[src/sv/rhc_pkg.sv]
package rhc_pkg;

    localparam int CHANNEL_BITS      = 8;
    localparam int HUE_FRACTION_BITS = 4;
    localparam int CMAX              = (1 << CHANNEL_BITS) - 1;
    localparam int HUE_SIXTY         = 60 << HUE_FRACTION_BITS;
    localparam int HUE_FULL          = 6 * HUE_SIXTY;
    localparam int HSV_DEN           = CMAX * HUE_SIXTY;

    localparam int FIRST_W = 13;
    localparam int NUM_W   = 27;
    localparam int DEN_W   = 19;
    localparam int Q_W     = 13;
    localparam int TOT_W   = 25;

    localparam logic [2:0] SEL_RED   = 3'd0;
    localparam logic [2:0] SEL_GREEN = 3'd1;
    localparam logic [2:0] SEL_BLUE  = 3'd2;

    localparam logic CMD_RGB2HSV = 1'b0;
    localparam logic CMD_HSV2RGB = 1'b1;

    typedef struct packed {
        logic                    command;
        logic [FIRST_W-1:0]      in_first;
        logic [CHANNEL_BITS-1:0] in_second;
        logic [CHANNEL_BITS-1:0] in_third;
    } item_in_t;

    typedef struct packed {
        logic [FIRST_W-1:0]      out_first;
        logic [CHANNEL_BITS-1:0] out_second;
        logic [CHANNEL_BITS-1:0] out_third;
    } item_out_t;

    typedef struct packed {
        logic                    command;
        logic [2:0]              seg;
        logic [CHANNEL_BITS-1:0] val;
        logic                    hue_zero;
        logic                    sat_zero;
    } side_t;

    typedef struct packed {
        logic [NUM_W-1:0] rem_a;
        logic [NUM_W-1:0] rem_b;
        logic [DEN_W-1:0] den_a;
        logic [DEN_W-1:0] den_b;
        logic [Q_W-1:0]   q_a;
        logic [Q_W-1:0]   q_b;
        side_t            side;
    } div_t;

endpackage

[src/sv/rhc_prep.sv]
module rhc_prep
    import rhc_pkg::*;
(
    input  logic     clk,
    input  logic     rst_n,
    input  logic     valid_in,
    input  item_in_t data_in,
    output logic     valid_out,
    output div_t     data_out
);

    typedef struct packed {
        logic                    command;
        logic [2:0]              sel;
        logic [CHANNEL_BITS-1:0] r;
        logic [CHANNEL_BITS-1:0] g;
        logic [CHANNEL_BITS-1:0] b;
        logic [CHANNEL_BITS-1:0] mx;
        logic [CHANNEL_BITS-1:0] d;
        logic [2:0]              seg;
        logic [9:0]              t;
        logic [15:0]             vs;
        logic [15:0]             vn;
    } p1_t;

    p1_t  p1_reg, p1_next;
    logic v1_reg;
    div_t out_reg, out_next;
    logic v2_reg;

    logic [CHANNEL_BITS-1:0] r, g, b, v, s, mx, mn;
    logic [FIRST_W-1:0]      h, rem;

    always_comb
    begin
        r = (data_in.in_first > FIRST_W'(CMAX)) ? CHANNEL_BITS'(CMAX)
                                                : data_in.in_first[CHANNEL_BITS-1:0];
        g = data_in.in_second;
        b = data_in.in_third;
        s = data_in.in_second;
        v = data_in.in_third;
        p1_next = '0;
        p1_next.command = data_in.command;
        p1_next.r = r;
        p1_next.g = g;
        p1_next.b = b;
        if (r >= g && r >= b)
        begin
            p1_next.sel = SEL_RED;
            mx = r;
        end
        else if (g >= b)
        begin
            p1_next.sel = SEL_GREEN;
            mx = g;
        end
        else
        begin
            p1_next.sel = SEL_BLUE;
            mx = b;
        end
        mn = r;
        if (g < mn) mn = g;
        if (b < mn) mn = b;
        p1_next.mx = mx;
        p1_next.d  = mx - mn;

        h = (data_in.in_first >= FIRST_W'(HUE_FULL))
            ? data_in.in_first - FIRST_W'(HUE_FULL) : data_in.in_first;
        if (h >= FIRST_W'(5 * HUE_SIXTY))
        begin
            p1_next.seg = 3'd5;
            rem = h - FIRST_W'(5 * HUE_SIXTY);
        end
        else if (h >= FIRST_W'(4 * HUE_SIXTY))
        begin
            p1_next.seg = 3'd4;
            rem = h - FIRST_W'(4 * HUE_SIXTY);
        end
        else if (h >= FIRST_W'(3 * HUE_SIXTY))
        begin
            p1_next.seg = 3'd3;
            rem = h - FIRST_W'(3 * HUE_SIXTY);
        end
        else if (h >= FIRST_W'(2 * HUE_SIXTY))
        begin
            p1_next.seg = 3'd2;
            rem = h - FIRST_W'(2 * HUE_SIXTY);
        end
        else if (h >= FIRST_W'(HUE_SIXTY))
        begin
            p1_next.seg = 3'd1;
            rem = h - FIRST_W'(HUE_SIXTY);
        end
        else
        begin
            p1_next.seg = 3'd0;
            rem = h;
        end
        p1_next.t  = p1_next.seg[0] ? 10'(FIRST_W'(HUE_SIXTY) - rem) : rem[9:0];
        p1_next.vs = 16'(v) * 16'(s);
        p1_next.vn = 16'(v) * 16'(CHANNEL_BITS'(CMAX) - s);
        if (data_in.command == CMD_HSV2RGB)
            p1_next.mx = v;
    end

    logic [TOT_W-1:0] tot;
    logic [NUM_W-1:0] xs, ms;

    always_comb
    begin
        out_next = '0;
        out_next.side.command = p1_reg.command;
        out_next.side.seg     = p1_reg.seg;
        out_next.side.val     = p1_reg.mx;
        tot = '0;
        xs  = '0;
        ms  = '0;
        if (p1_reg.command == CMD_RGB2HSV)
        begin
            case (p1_reg.sel)
                SEL_RED:
                begin
                    if (p1_reg.g >= p1_reg.b)
                        tot = TOT_W'(HUE_SIXTY) * TOT_W'(p1_reg.g - p1_reg.b);
                    else
                        tot = TOT_W'(HUE_FULL) * TOT_W'(p1_reg.d)
                            - TOT_W'(HUE_SIXTY) * TOT_W'(p1_reg.b - p1_reg.g);
                end
                SEL_GREEN:
                    tot = TOT_W'(2 * HUE_SIXTY) * TOT_W'(p1_reg.d)
                        + TOT_W'(HUE_SIXTY) * TOT_W'(p1_reg.b)
                        - TOT_W'(HUE_SIXTY) * TOT_W'(p1_reg.r);
                default:
                    tot = TOT_W'(4 * HUE_SIXTY) * TOT_W'(p1_reg.d)
                        + TOT_W'(HUE_SIXTY) * TOT_W'(p1_reg.r)
                        - TOT_W'(HUE_SIXTY) * TOT_W'(p1_reg.g);
            endcase
            out_next.rem_a = (NUM_W'(tot) << 1) + NUM_W'(p1_reg.d);
            out_next.den_a = DEN_W'(p1_reg.d) << 1;
            out_next.rem_b = NUM_W'(2 * CMAX) * NUM_W'(p1_reg.d) + NUM_W'(p1_reg.mx);
            out_next.den_b = DEN_W'(p1_reg.mx) << 1;
            out_next.side.hue_zero = (p1_reg.d == '0);
            out_next.side.sat_zero = (p1_reg.mx == '0);
        end
        else
        begin
            xs = NUM_W'(p1_reg.vs) * NUM_W'(p1_reg.t);
            ms = NUM_W'(p1_reg.vn) * NUM_W'(HUE_SIXTY);
            out_next.rem_a = ((xs + ms) << 1) + NUM_W'(HSV_DEN);
            out_next.den_a = DEN_W'(2 * HSV_DEN);
            out_next.rem_b = (NUM_W'(p1_reg.vn) << 1) + NUM_W'(CMAX);
            out_next.den_b = DEN_W'(2 * CMAX);
        end
    end

    always_ff @(posedge clk or negedge rst_n)
    begin
        if (!rst_n)
        begin
            v1_reg <= 1'b0;
            v2_reg <= 1'b0;
        end
        else
        begin
            v1_reg <= valid_in;
            v2_reg <= v1_reg;
        end
    end

    always_ff @(posedge clk)
    begin
        p1_reg  <= p1_next;
        out_reg <= out_next;
    end

    assign valid_out = v2_reg;
    assign data_out  = out_reg;

endmodule

[src/sv/rhc_div_cell.sv]
module rhc_div_cell
    import rhc_pkg::*;
#(
    parameter int SHIFT = 0
)
(
    input  logic clk,
    input  logic rst_n,
    input  logic valid_in,
    input  div_t data_in,
    output logic valid_out,
    output div_t data_out
);

    localparam int WIDE_W = DEN_W + Q_W;

    div_t data_next, data_reg;
    logic valid_reg;
    logic [WIDE_W-1:0] trial_a, trial_b;

    always_comb
    begin
        data_next = data_in;
        trial_a = WIDE_W'(data_in.den_a) << SHIFT;
        trial_b = WIDE_W'(data_in.den_b) << SHIFT;
        if (WIDE_W'(data_in.rem_a) >= trial_a)
        begin
            data_next.rem_a = data_in.rem_a - trial_a[NUM_W-1:0];
            data_next.q_a   = {data_in.q_a[Q_W-2:0], 1'b1};
        end
        else
            data_next.q_a   = {data_in.q_a[Q_W-2:0], 1'b0};
        if (WIDE_W'(data_in.rem_b) >= trial_b)
        begin
            data_next.rem_b = data_in.rem_b - trial_b[NUM_W-1:0];
            data_next.q_b   = {data_in.q_b[Q_W-2:0], 1'b1};
        end
        else
            data_next.q_b   = {data_in.q_b[Q_W-2:0], 1'b0};
    end

    always_ff @(posedge clk or negedge rst_n)
    begin
        if (!rst_n)
            valid_reg <= 1'b0;
        else
            valid_reg <= valid_in;
    end

    always_ff @(posedge clk)
    begin
        data_reg <= data_next;
    end

    assign valid_out = valid_reg;
    assign data_out  = data_reg;

endmodule

[src/sv/rhc_post.sv]
module rhc_post
    import rhc_pkg::*;
(
    input  logic      clk,
    input  logic      rst_n,
    input  logic      valid_in,
    input  div_t      data_in,
    output logic      valid_out,
    output item_out_t data_out
);

    item_out_t out_reg, out_next;
    logic      valid_reg;
    logic [CHANNEL_BITS-1:0] full, xv, zv;
    logic [Q_W-1:0] hue;

    always_comb
    begin
        out_next = '0;
        full = data_in.side.val;
        xv   = data_in.q_a[CHANNEL_BITS-1:0];
        zv   = data_in.q_b[CHANNEL_BITS-1:0];
        hue  = (data_in.q_a >= Q_W'(HUE_FULL)) ? data_in.q_a - Q_W'(HUE_FULL) : data_in.q_a;
        if (data_in.side.command == CMD_RGB2HSV)
        begin
            out_next.out_first  = data_in.side.hue_zero ? '0 : FIRST_W'(hue);
            out_next.out_second = data_in.side.sat_zero ? '0 : zv;
            out_next.out_third  = full;
        end
        else
        begin
            case (data_in.side.seg)
                3'd0:
                begin
                    out_next.out_first = FIRST_W'(full);
                    out_next.out_second = xv;
                    out_next.out_third = zv;
                end
                3'd1:
                begin
                    out_next.out_first = FIRST_W'(xv);
                    out_next.out_second = full;
                    out_next.out_third = zv;
                end
                3'd2:
                begin
                    out_next.out_first = FIRST_W'(zv);
                    out_next.out_second = full;
                    out_next.out_third = xv;
                end
                3'd3:
                begin
                    out_next.out_first = FIRST_W'(zv);
                    out_next.out_second = xv;
                    out_next.out_third = full;
                end
                3'd4:
                begin
                    out_next.out_first = FIRST_W'(xv);
                    out_next.out_second = zv;
                    out_next.out_third = full;
                end
                default:
                begin
                    out_next.out_first = FIRST_W'(full);
                    out_next.out_second = zv;
                    out_next.out_third = xv;
                end
            endcase
        end
    end

    always_ff @(posedge clk or negedge rst_n)
    begin
        if (!rst_n)
            valid_reg <= 1'b0;
        else
            valid_reg <= valid_in;
    end

    always_ff @(posedge clk)
    begin
        out_reg <= out_next;
    end

    assign valid_out = valid_reg;
    assign data_out  = out_reg;

endmodule

[src/sv/rgb_hsv_color_converter.sv]
// RGB <-> HSV pixel converter, one transaction per pixel.
// Input: a transaction is taken on a rising edge with start high and busy
// low. busy is always low, so a pixel may be issued on every clock.
// source.command selects RGB to HSV (0) or HSV to RGB (1).
// Output: done is high for exactly one cycle with the converted pixel on
// result; the receiver cannot stall, so results must be taken as shown.
// Between the accepting edge and the result sit two set-up stages (channel
// max/min, hue sector, then the products forming the numerators), a chain
// of 13 divider cells each settling one quotient bit for both divisions (hue
// and saturation, or the two channel values for HSV to RGB), and one output
// stage that wraps the hue and routes the channels.
// Throughput is one pixel per clock; the divider chain is fully pipelined.
// Reset clears only the valid flags through the chain, so nothing in
// flight is reported after reset; the data registers are not reset.
module rgb_hsv_color_converter
    import rhc_pkg::*;
(
    input  logic      clk,
    input  logic      rst_n,
    input  logic      start,
    output logic      busy,
    input  item_in_t  source,
    output logic      done,
    output item_out_t result
);

    logic           v_link [Q_W+1];
    div_t           d_link [Q_W+1];

    assign busy = 1'b0;

    rhc_prep u_prep (
        .clk       (clk),
        .rst_n     (rst_n),
        .valid_in  (start),
        .data_in   (source),
        .valid_out (v_link[0]),
        .data_out  (d_link[0])
    );

    for (genvar i = 0; i < Q_W; i++)
    begin : g_cell
        rhc_div_cell #(
            .SHIFT (Q_W - 1 - i)
        ) u_cell (
            .clk       (clk),
            .rst_n     (rst_n),
            .valid_in  (v_link[i]),
            .data_in   (d_link[i]),
            .valid_out (v_link[i+1]),
            .data_out  (d_link[i+1])
        );
    end

    rhc_post u_post (
        .clk       (clk),
        .rst_n     (rst_n),
        .valid_in  (v_link[Q_W]),
        .data_in   (d_link[Q_W]),
        .valid_out (done),
        .data_out  (result)
    );

endmodule

[config.mk]
export PLATFORM = sky130hd
export DESIGN_NAME = rgb_hsv_color_converter
export DESIGN_NICKNAME = d
export VERILOG_FILES = /design/src/sv/rhc_pkg.sv /design/src/sv/rhc_prep.sv /design/src/sv/rhc_div_cell.sv /design/src/sv/rhc_post.sv /design/src/sv/rgb_hsv_color_converter.sv
export SDC_FILE = /design/constraint.sdc
export NUM_CORES = 2
export LEC_CHECK = 0
export BUFFER_PORTS_ARGS = -buffer_cell sky130_fd_sc_hd__buf_4
export CAP_MARGIN = 20
export CORE_MARGIN = 1.5
export CORE_UTILIZATION = 61
export CTS_CLUSTER_DIAMETER = 80
export CTS_CLUSTER_SIZE = 25
export DETAILED_ROUTE_END_ITERATION = 6
export PLACE_DENSITY_LB_ADDON = 0.2
export SLEW_MARGIN = 20
export SYNTH_ARGS = -nofsm -noshare
export SYNTH_HDL_FRONTEND = slang
export SYNTH_SLANG_ARGS = --single-unit
[constraint.sdc]
create_clock -name clk -period 8.75 [get_ports clk]
set_input_delay 1.3125 -clock clk [delete_from_list [all_inputs] [get_ports clk]]
set_output_delay 1.3125 -clock clk [all_outputs]
set_load 0.02 [all_outputs]
# After elaboration in Yosys (flattened, before gate mapping)
# Index checks and enable logic that the tools add are counted.
# word_totals
ff_bits	1653
out_inout_bits	31
word_cells	359
# op_classes
n_addsub	46
n_mul	13
n_lt_le_gt_ge	40
n_eq_ne	5
n_mux	73
n_reduce_logical	6
# ops
operator	n
two-way mux 27 bit	24
subtractor 27 bit	10
case mux 24 bit (5 select lines)	1
two-way mux 92 bit	1
greater-or-equal comparator 27 x 31 -> 1 bit	2
greater-or-equal comparator 27 x 30 -> 1 bit	2
multiplier 4 x 8 -> 12 bit, first input constant	5
two-way mux 10 bit	6
greater-or-equal comparator 27 x 29 -> 1 bit	2
greater-or-equal comparator 27 x 28 -> 1 bit	2
two-way mux 8 bit	7
greater-or-equal comparator 27 x 19 -> 1 bit	2
greater-or-equal comparator 27 x 20 -> 1 bit	2
greater-or-equal comparator 27 x 21 -> 1 bit	2
greater-or-equal comparator 27 x 22 -> 1 bit	2
greater-or-equal comparator 27 x 23 -> 1 bit	2
greater-or-equal comparator 27 x 24 -> 1 bit	2
greater-or-equal comparator 27 x 25 -> 1 bit	2
greater-or-equal comparator 27 x 26 -> 1 bit	2
greater-or-equal comparator 27 bit	2
subtractor 27 x 20 -> 27 bit	2
subtractor 27 x 21 -> 27 bit	2
subtractor 27 x 22 -> 27 bit	2
subtractor 27 x 23 -> 27 bit	2
other kinds (46)	95

# Logic depth before layout (Yosys ltp)
# logic_depth
ltp_word	10
ltp_mapped	34
ltp_nobuf	33

# By module
# From an unflattened synthesis, not the netlist that was laid out.
# hier_totals
hier_cells	10417
hier_area_um2	101130.7
# by_module_without_submodules
mod	n_inst	cells_each	area_per_inst_um2
rhc_prep	1	3384	29708.5
rhc_div_cell at g_cell[10].u_cell	1	613	5744.3
rhc_div_cell at g_cell[5].u_cell	1	552	5714.2
rhc_div_cell at g_cell[12].u_cell	1	597	5666.7
rhc_div_cell at g_cell[9].u_cell	1	575	5557.8
rhc_div_cell at g_cell[11].u_cell	1	568	5541.6
rhc_div_cell at g_cell[7].u_cell	1	569	5496.5
rhc_div_cell at g_cell[8].u_cell	1	561	5486.5
rhc_div_cell at g_cell[3].u_cell	1	480	5313.8
rhc_div_cell at g_cell[6].u_cell	1	539	5310.1
rhc_div_cell at g_cell[2].u_cell	1	475	5225.0
rhc_div_cell at g_cell[4].u_cell	1	470	5158.7
rhc_div_cell at g_cell[0].u_cell	1	414	4843.4
rhc_div_cell at g_cell[1].u_cell	1	440	4765.8
+2 rows	n/a	n/a	n/a

# Worst setup path after synthesis
# No wires, ideal clock.
# synth_path
path_type	in2reg
startpoint	input port source[27] (netlist bit)
endpoint	register u_prep.p1_reg[52] (netlist bit)
setup_time_ps	121
arrival_ps	7063
t_required_ps	8629
slack_ps	1567
stages	29
cell_sequence	clkbuf_1 nor2_1 nor4b_1 nand2_1 ha_1 nor2b_1 o21ai_0 nand2b_1 a21oi_1 o21a_1 nor2_1 mux2i_1 ha_1 a21oi_1 nand2_1 a2111oi_0 a21oi_1 nor2_1 a21oi_1 ha_1 nor2b_1 o21ai_0 nand2b_1 a21o_1 a21o_1 a21o_1 a21oi_1 xnor2_1 xnor2_1
# synth_lines
element	line	rtl
start: declaration	rgb_hsv_color_converter.sv:22	input item_in_t source,
end signal: assignment	rhc_prep.sv:173	p1_reg <= p1_next;
end: declaration	rhc_prep.sv:26	p1_t p1_reg, p1_next;

==> results.txt <==
crit path capture: u_prep.data_out[131]
status: completed
measured slew at the worst slew-check pin: 1142 ps
wire per inst: 17.58 um
Routed WL: 164300 um
TritonCTS clock tree: built
metal2 WL: 82570 um
Die Area: 122200 um2
Async S/R FF share, synth: 0.01203
Slew HR: 0.2361
Routed Antenna Nets: 0
EDFF count, synth: 0
Post-Syn Area: 73270 um2
Total Negative Setup Slacks: 0 ps
via count: 52583
Critical Path AT: 8350 ps
area grow syn2layout: 5.760%
Row Count: 126
clock sink count: 1330
Mean Syn Cell Area: 9.502 um2
Critical Path RT: 9320 ps
Pins Over Slew Limit: 0
Top FF cell, synth: dfxtp_1
leading area contributor after synthesis: dfxtp_1
main area contributors after synthesis: dfxtp_1, ha_1, fa_1, inv_1, xnor2_1
pin count of the biggest net entering global routing: 88
post-route setup slack: 967.6 ps
first-pass GRT wire length: 267100 um
reg2reg end: u_prep.data_out[131]
Critical-path top delay cell: nor4_1
Synth Net Count: 8872
initial antenna violation count: 1
FILL cells: 9661
Metal-1 WL: 65730 um
register area: 26710 um2
Clk Latency, worst-skew pair: 670 ps
multi-input logic area: 42660 um2
HP Class: register to register
gp weighted congestion: 0.9867
crit share post-route: 0.8894
crit path launch: u_prep.p1_reg[3]
post-synthesis instance total: 7711
Yosys cell types: 105
Die Height: 349.6 um
1st-iter DRT viols: 3313
Worst setup SP type: register
hold buffer count at cts: 0
Ys Warns: 0
clock slew at reported path FFs: 100 ps
Die X: 349.6 um
Largest register FFs: 1124
Worst R2R Start: u_prep.p1_reg[3]
RSZ-0062 raised after global routing: false
Max clock buf depth: 3
total of max-cap violations: 0
routed vias/inst: 5.628
fmax: 0.1285 GHz
H-tree levels: 3
core area: 118600 um2
Worst Reg-to-Reg Cells: 31
starting density of the core: 0.6180
root buffer cell: clkbuf_16
sequential fraction of the synthesis area: 0.3645
CTS resizes: 0
final setup fails: 0
Worst Skew: 25.59 ps
DRC viols: 0
area share of the largest cell type after synthesis: 0.3590
critical path capture point type: register
Top Metal Used: met4
pre-CTS WS: 1076 ps
Pre-antenna DRT Iters: 6
gr ovfl total: 0
fin nets: 8879
number of global-route vias before repair: 53245
minimum clock period: 7782 ps
register bit total from synthesis: 1330
I/O pin count: 64
share of cells above drive strength 1: 0.04043
Fin. Hold Viols: 0
Detailed Place HPWL: 132200 um
metal3 WL: 7437 um
WS Path Type: register to register
Port Buffer Count: 62
delay of the slowest cell on the worst path: 660 ps
r2r setup slk: 970 ps
Post-CTS Setup Repair Bufs: 0
cts bufs inserted: 70
GRT Util Overall: 0.2702
Worst Path Max Fanout: 5
==> critical path: cells and delay by family (launching register included) <==
family          cells  cell delay [ps]
compound gates      9             1740
buf+inv             4              360
xor+xnor            4              580
flops               1              470
simple gates        7             1670
fa+ha+maj           7             2880
==> cell families after synthesis <==
logic type               after synthesis  share of synthesized area
AND/OR/NAND/NOR                     2098                     0.1414
buffers and inverters               1052                    0.05418
AO/OA/AOI/OAI                       1423                     0.1255
other                                  1                 0.00005118
XOR/XNOR                             574                    0.06861
adder cells (fa/ha/maj)             1128                     0.2307
multiplexers                         105                    0.01503
flip-flops                          1330                     0.3645
==> per-stage QoR <==
stage                     utilization  instance area [um2]  instances  hold WS [ps]
after detailed placement       0.6357                75360       9246         312.1
after floorplan                     -                73270       7711         309.6
after global placement         0.6357                75360       9246         309.6
after global routing           0.6536                77490       9342         328.2
final                          0.6536                77490       9343         325.8
after CTS                      0.6535                77480       9342         326.0
==> cell usage after synthesis, drive strengths merged (131+ instances only) <==
| library cell | n |
|---|---|
| nand2 | 602 |
| xnor2 | 338 |
| ha | 756 |
| xor2 | 236 |
| dfxtp | 1314 |
| nor2 | 513 |
| a21o | 151 |
| inv | 894 |
| clkbuf | 131 |
| a21oi | 329 |
| fa | 372 |
| o21ai | 409 |
| nor3 | 161 |
==> layout make-up <==
cell class                      instances  area share
Antenna cell                            1  0.00003229
Clock buffer                           76     0.02330
Clock inverter                         20    0.003956
Inverter                              906     0.04389
Multi-Input combinational cell       5329      0.5505
Sequential cell                      1330      0.3446
Tap cell                             1600     0.02583
Timing Repair Buffer                   81    0.007847
==> worst min path at each step <==
stage                                             start                       endpoint  slack (ps)  cells after the start
after floorplan                      u_prep.data_out[0]   g_cell[0].u_cell.data_out[0]         310                      0
after global placement     g_cell[4].u_cell.data_out[1]   g_cell[5].u_cell.data_out[1]         310                      0
after detailed placement             u_prep.data_out[4]   g_cell[0].u_cell.data_out[4]         310                      0
after CTS                 g_cell[11].u_cell.data_out[9]  g_cell[12].u_cell.data_out[9]         330                      0
after global routing      g_cell[11].u_cell.data_out[9]  g_cell[12].u_cell.data_out[9]         330                      0
final                     g_cell[11].u_cell.data_out[9]  g_cell[12].u_cell.data_out[9]         330                      0
==> cells in the final DEF (no fill, tap or decap), types with 16 or more instances in the layout <==
cell / netlist / layout
nor3_1: 159 / 158
clkbuf_16: 0 / 71
fa_1: 372 / 372
o21ai_0: 395 / 395
o21bai_1: 46 / 46
nand4b_1: 18 / 18
o31ai_1: 73 / 73
or2_2: 30 / 30
a21boi_0: 69 / 69
xor2_1: 236 / 236
a21oi_1: 328 / 327
o21a_1: 52 / 52
ha_1: 756 / 756
a31o_2: 16 / 16
nand2b_1: 116 / 116
dfxtp_1: 1314 / 1313
mux2_2: 40 / 40
nand3b_1: 20 / 20
mux2i_1: 65 / 65
a21o_1: 151 / 151
buf_4: 1 / 81
and2_1: 86 / 86
nor4_1: 90 / 87
nor4b_1: 25 / 24
dfrtp_1: 16 / 16
nand3_1: 100 / 100
xnor2_1: 338 / 338
and3_1: 28 / 28
inv_1: 894 / 894
nor2b_1: 97 / 97
or4_1: 33 / 33
nand4_1: 62 / 62
or3_1: 68 / 68
a31oi_1: 26 / 25
o211ai_1: 33 / 33
nand2_1: 602 / 601
nor2_1: 513 / 513
a211oi_1: 34 / 34
==> routing by layer <==
layer,global-route usage,vias up
met1,0.3153,24798
li1,-,26034
met3,0.02833,427
met2,0.4904,1324
met5,0,-
met4,0.1362,0
Power is left out: the tool's default activity adds up to more than one toggle a clock period on the data nets, which glitch-free logic cannot reach.
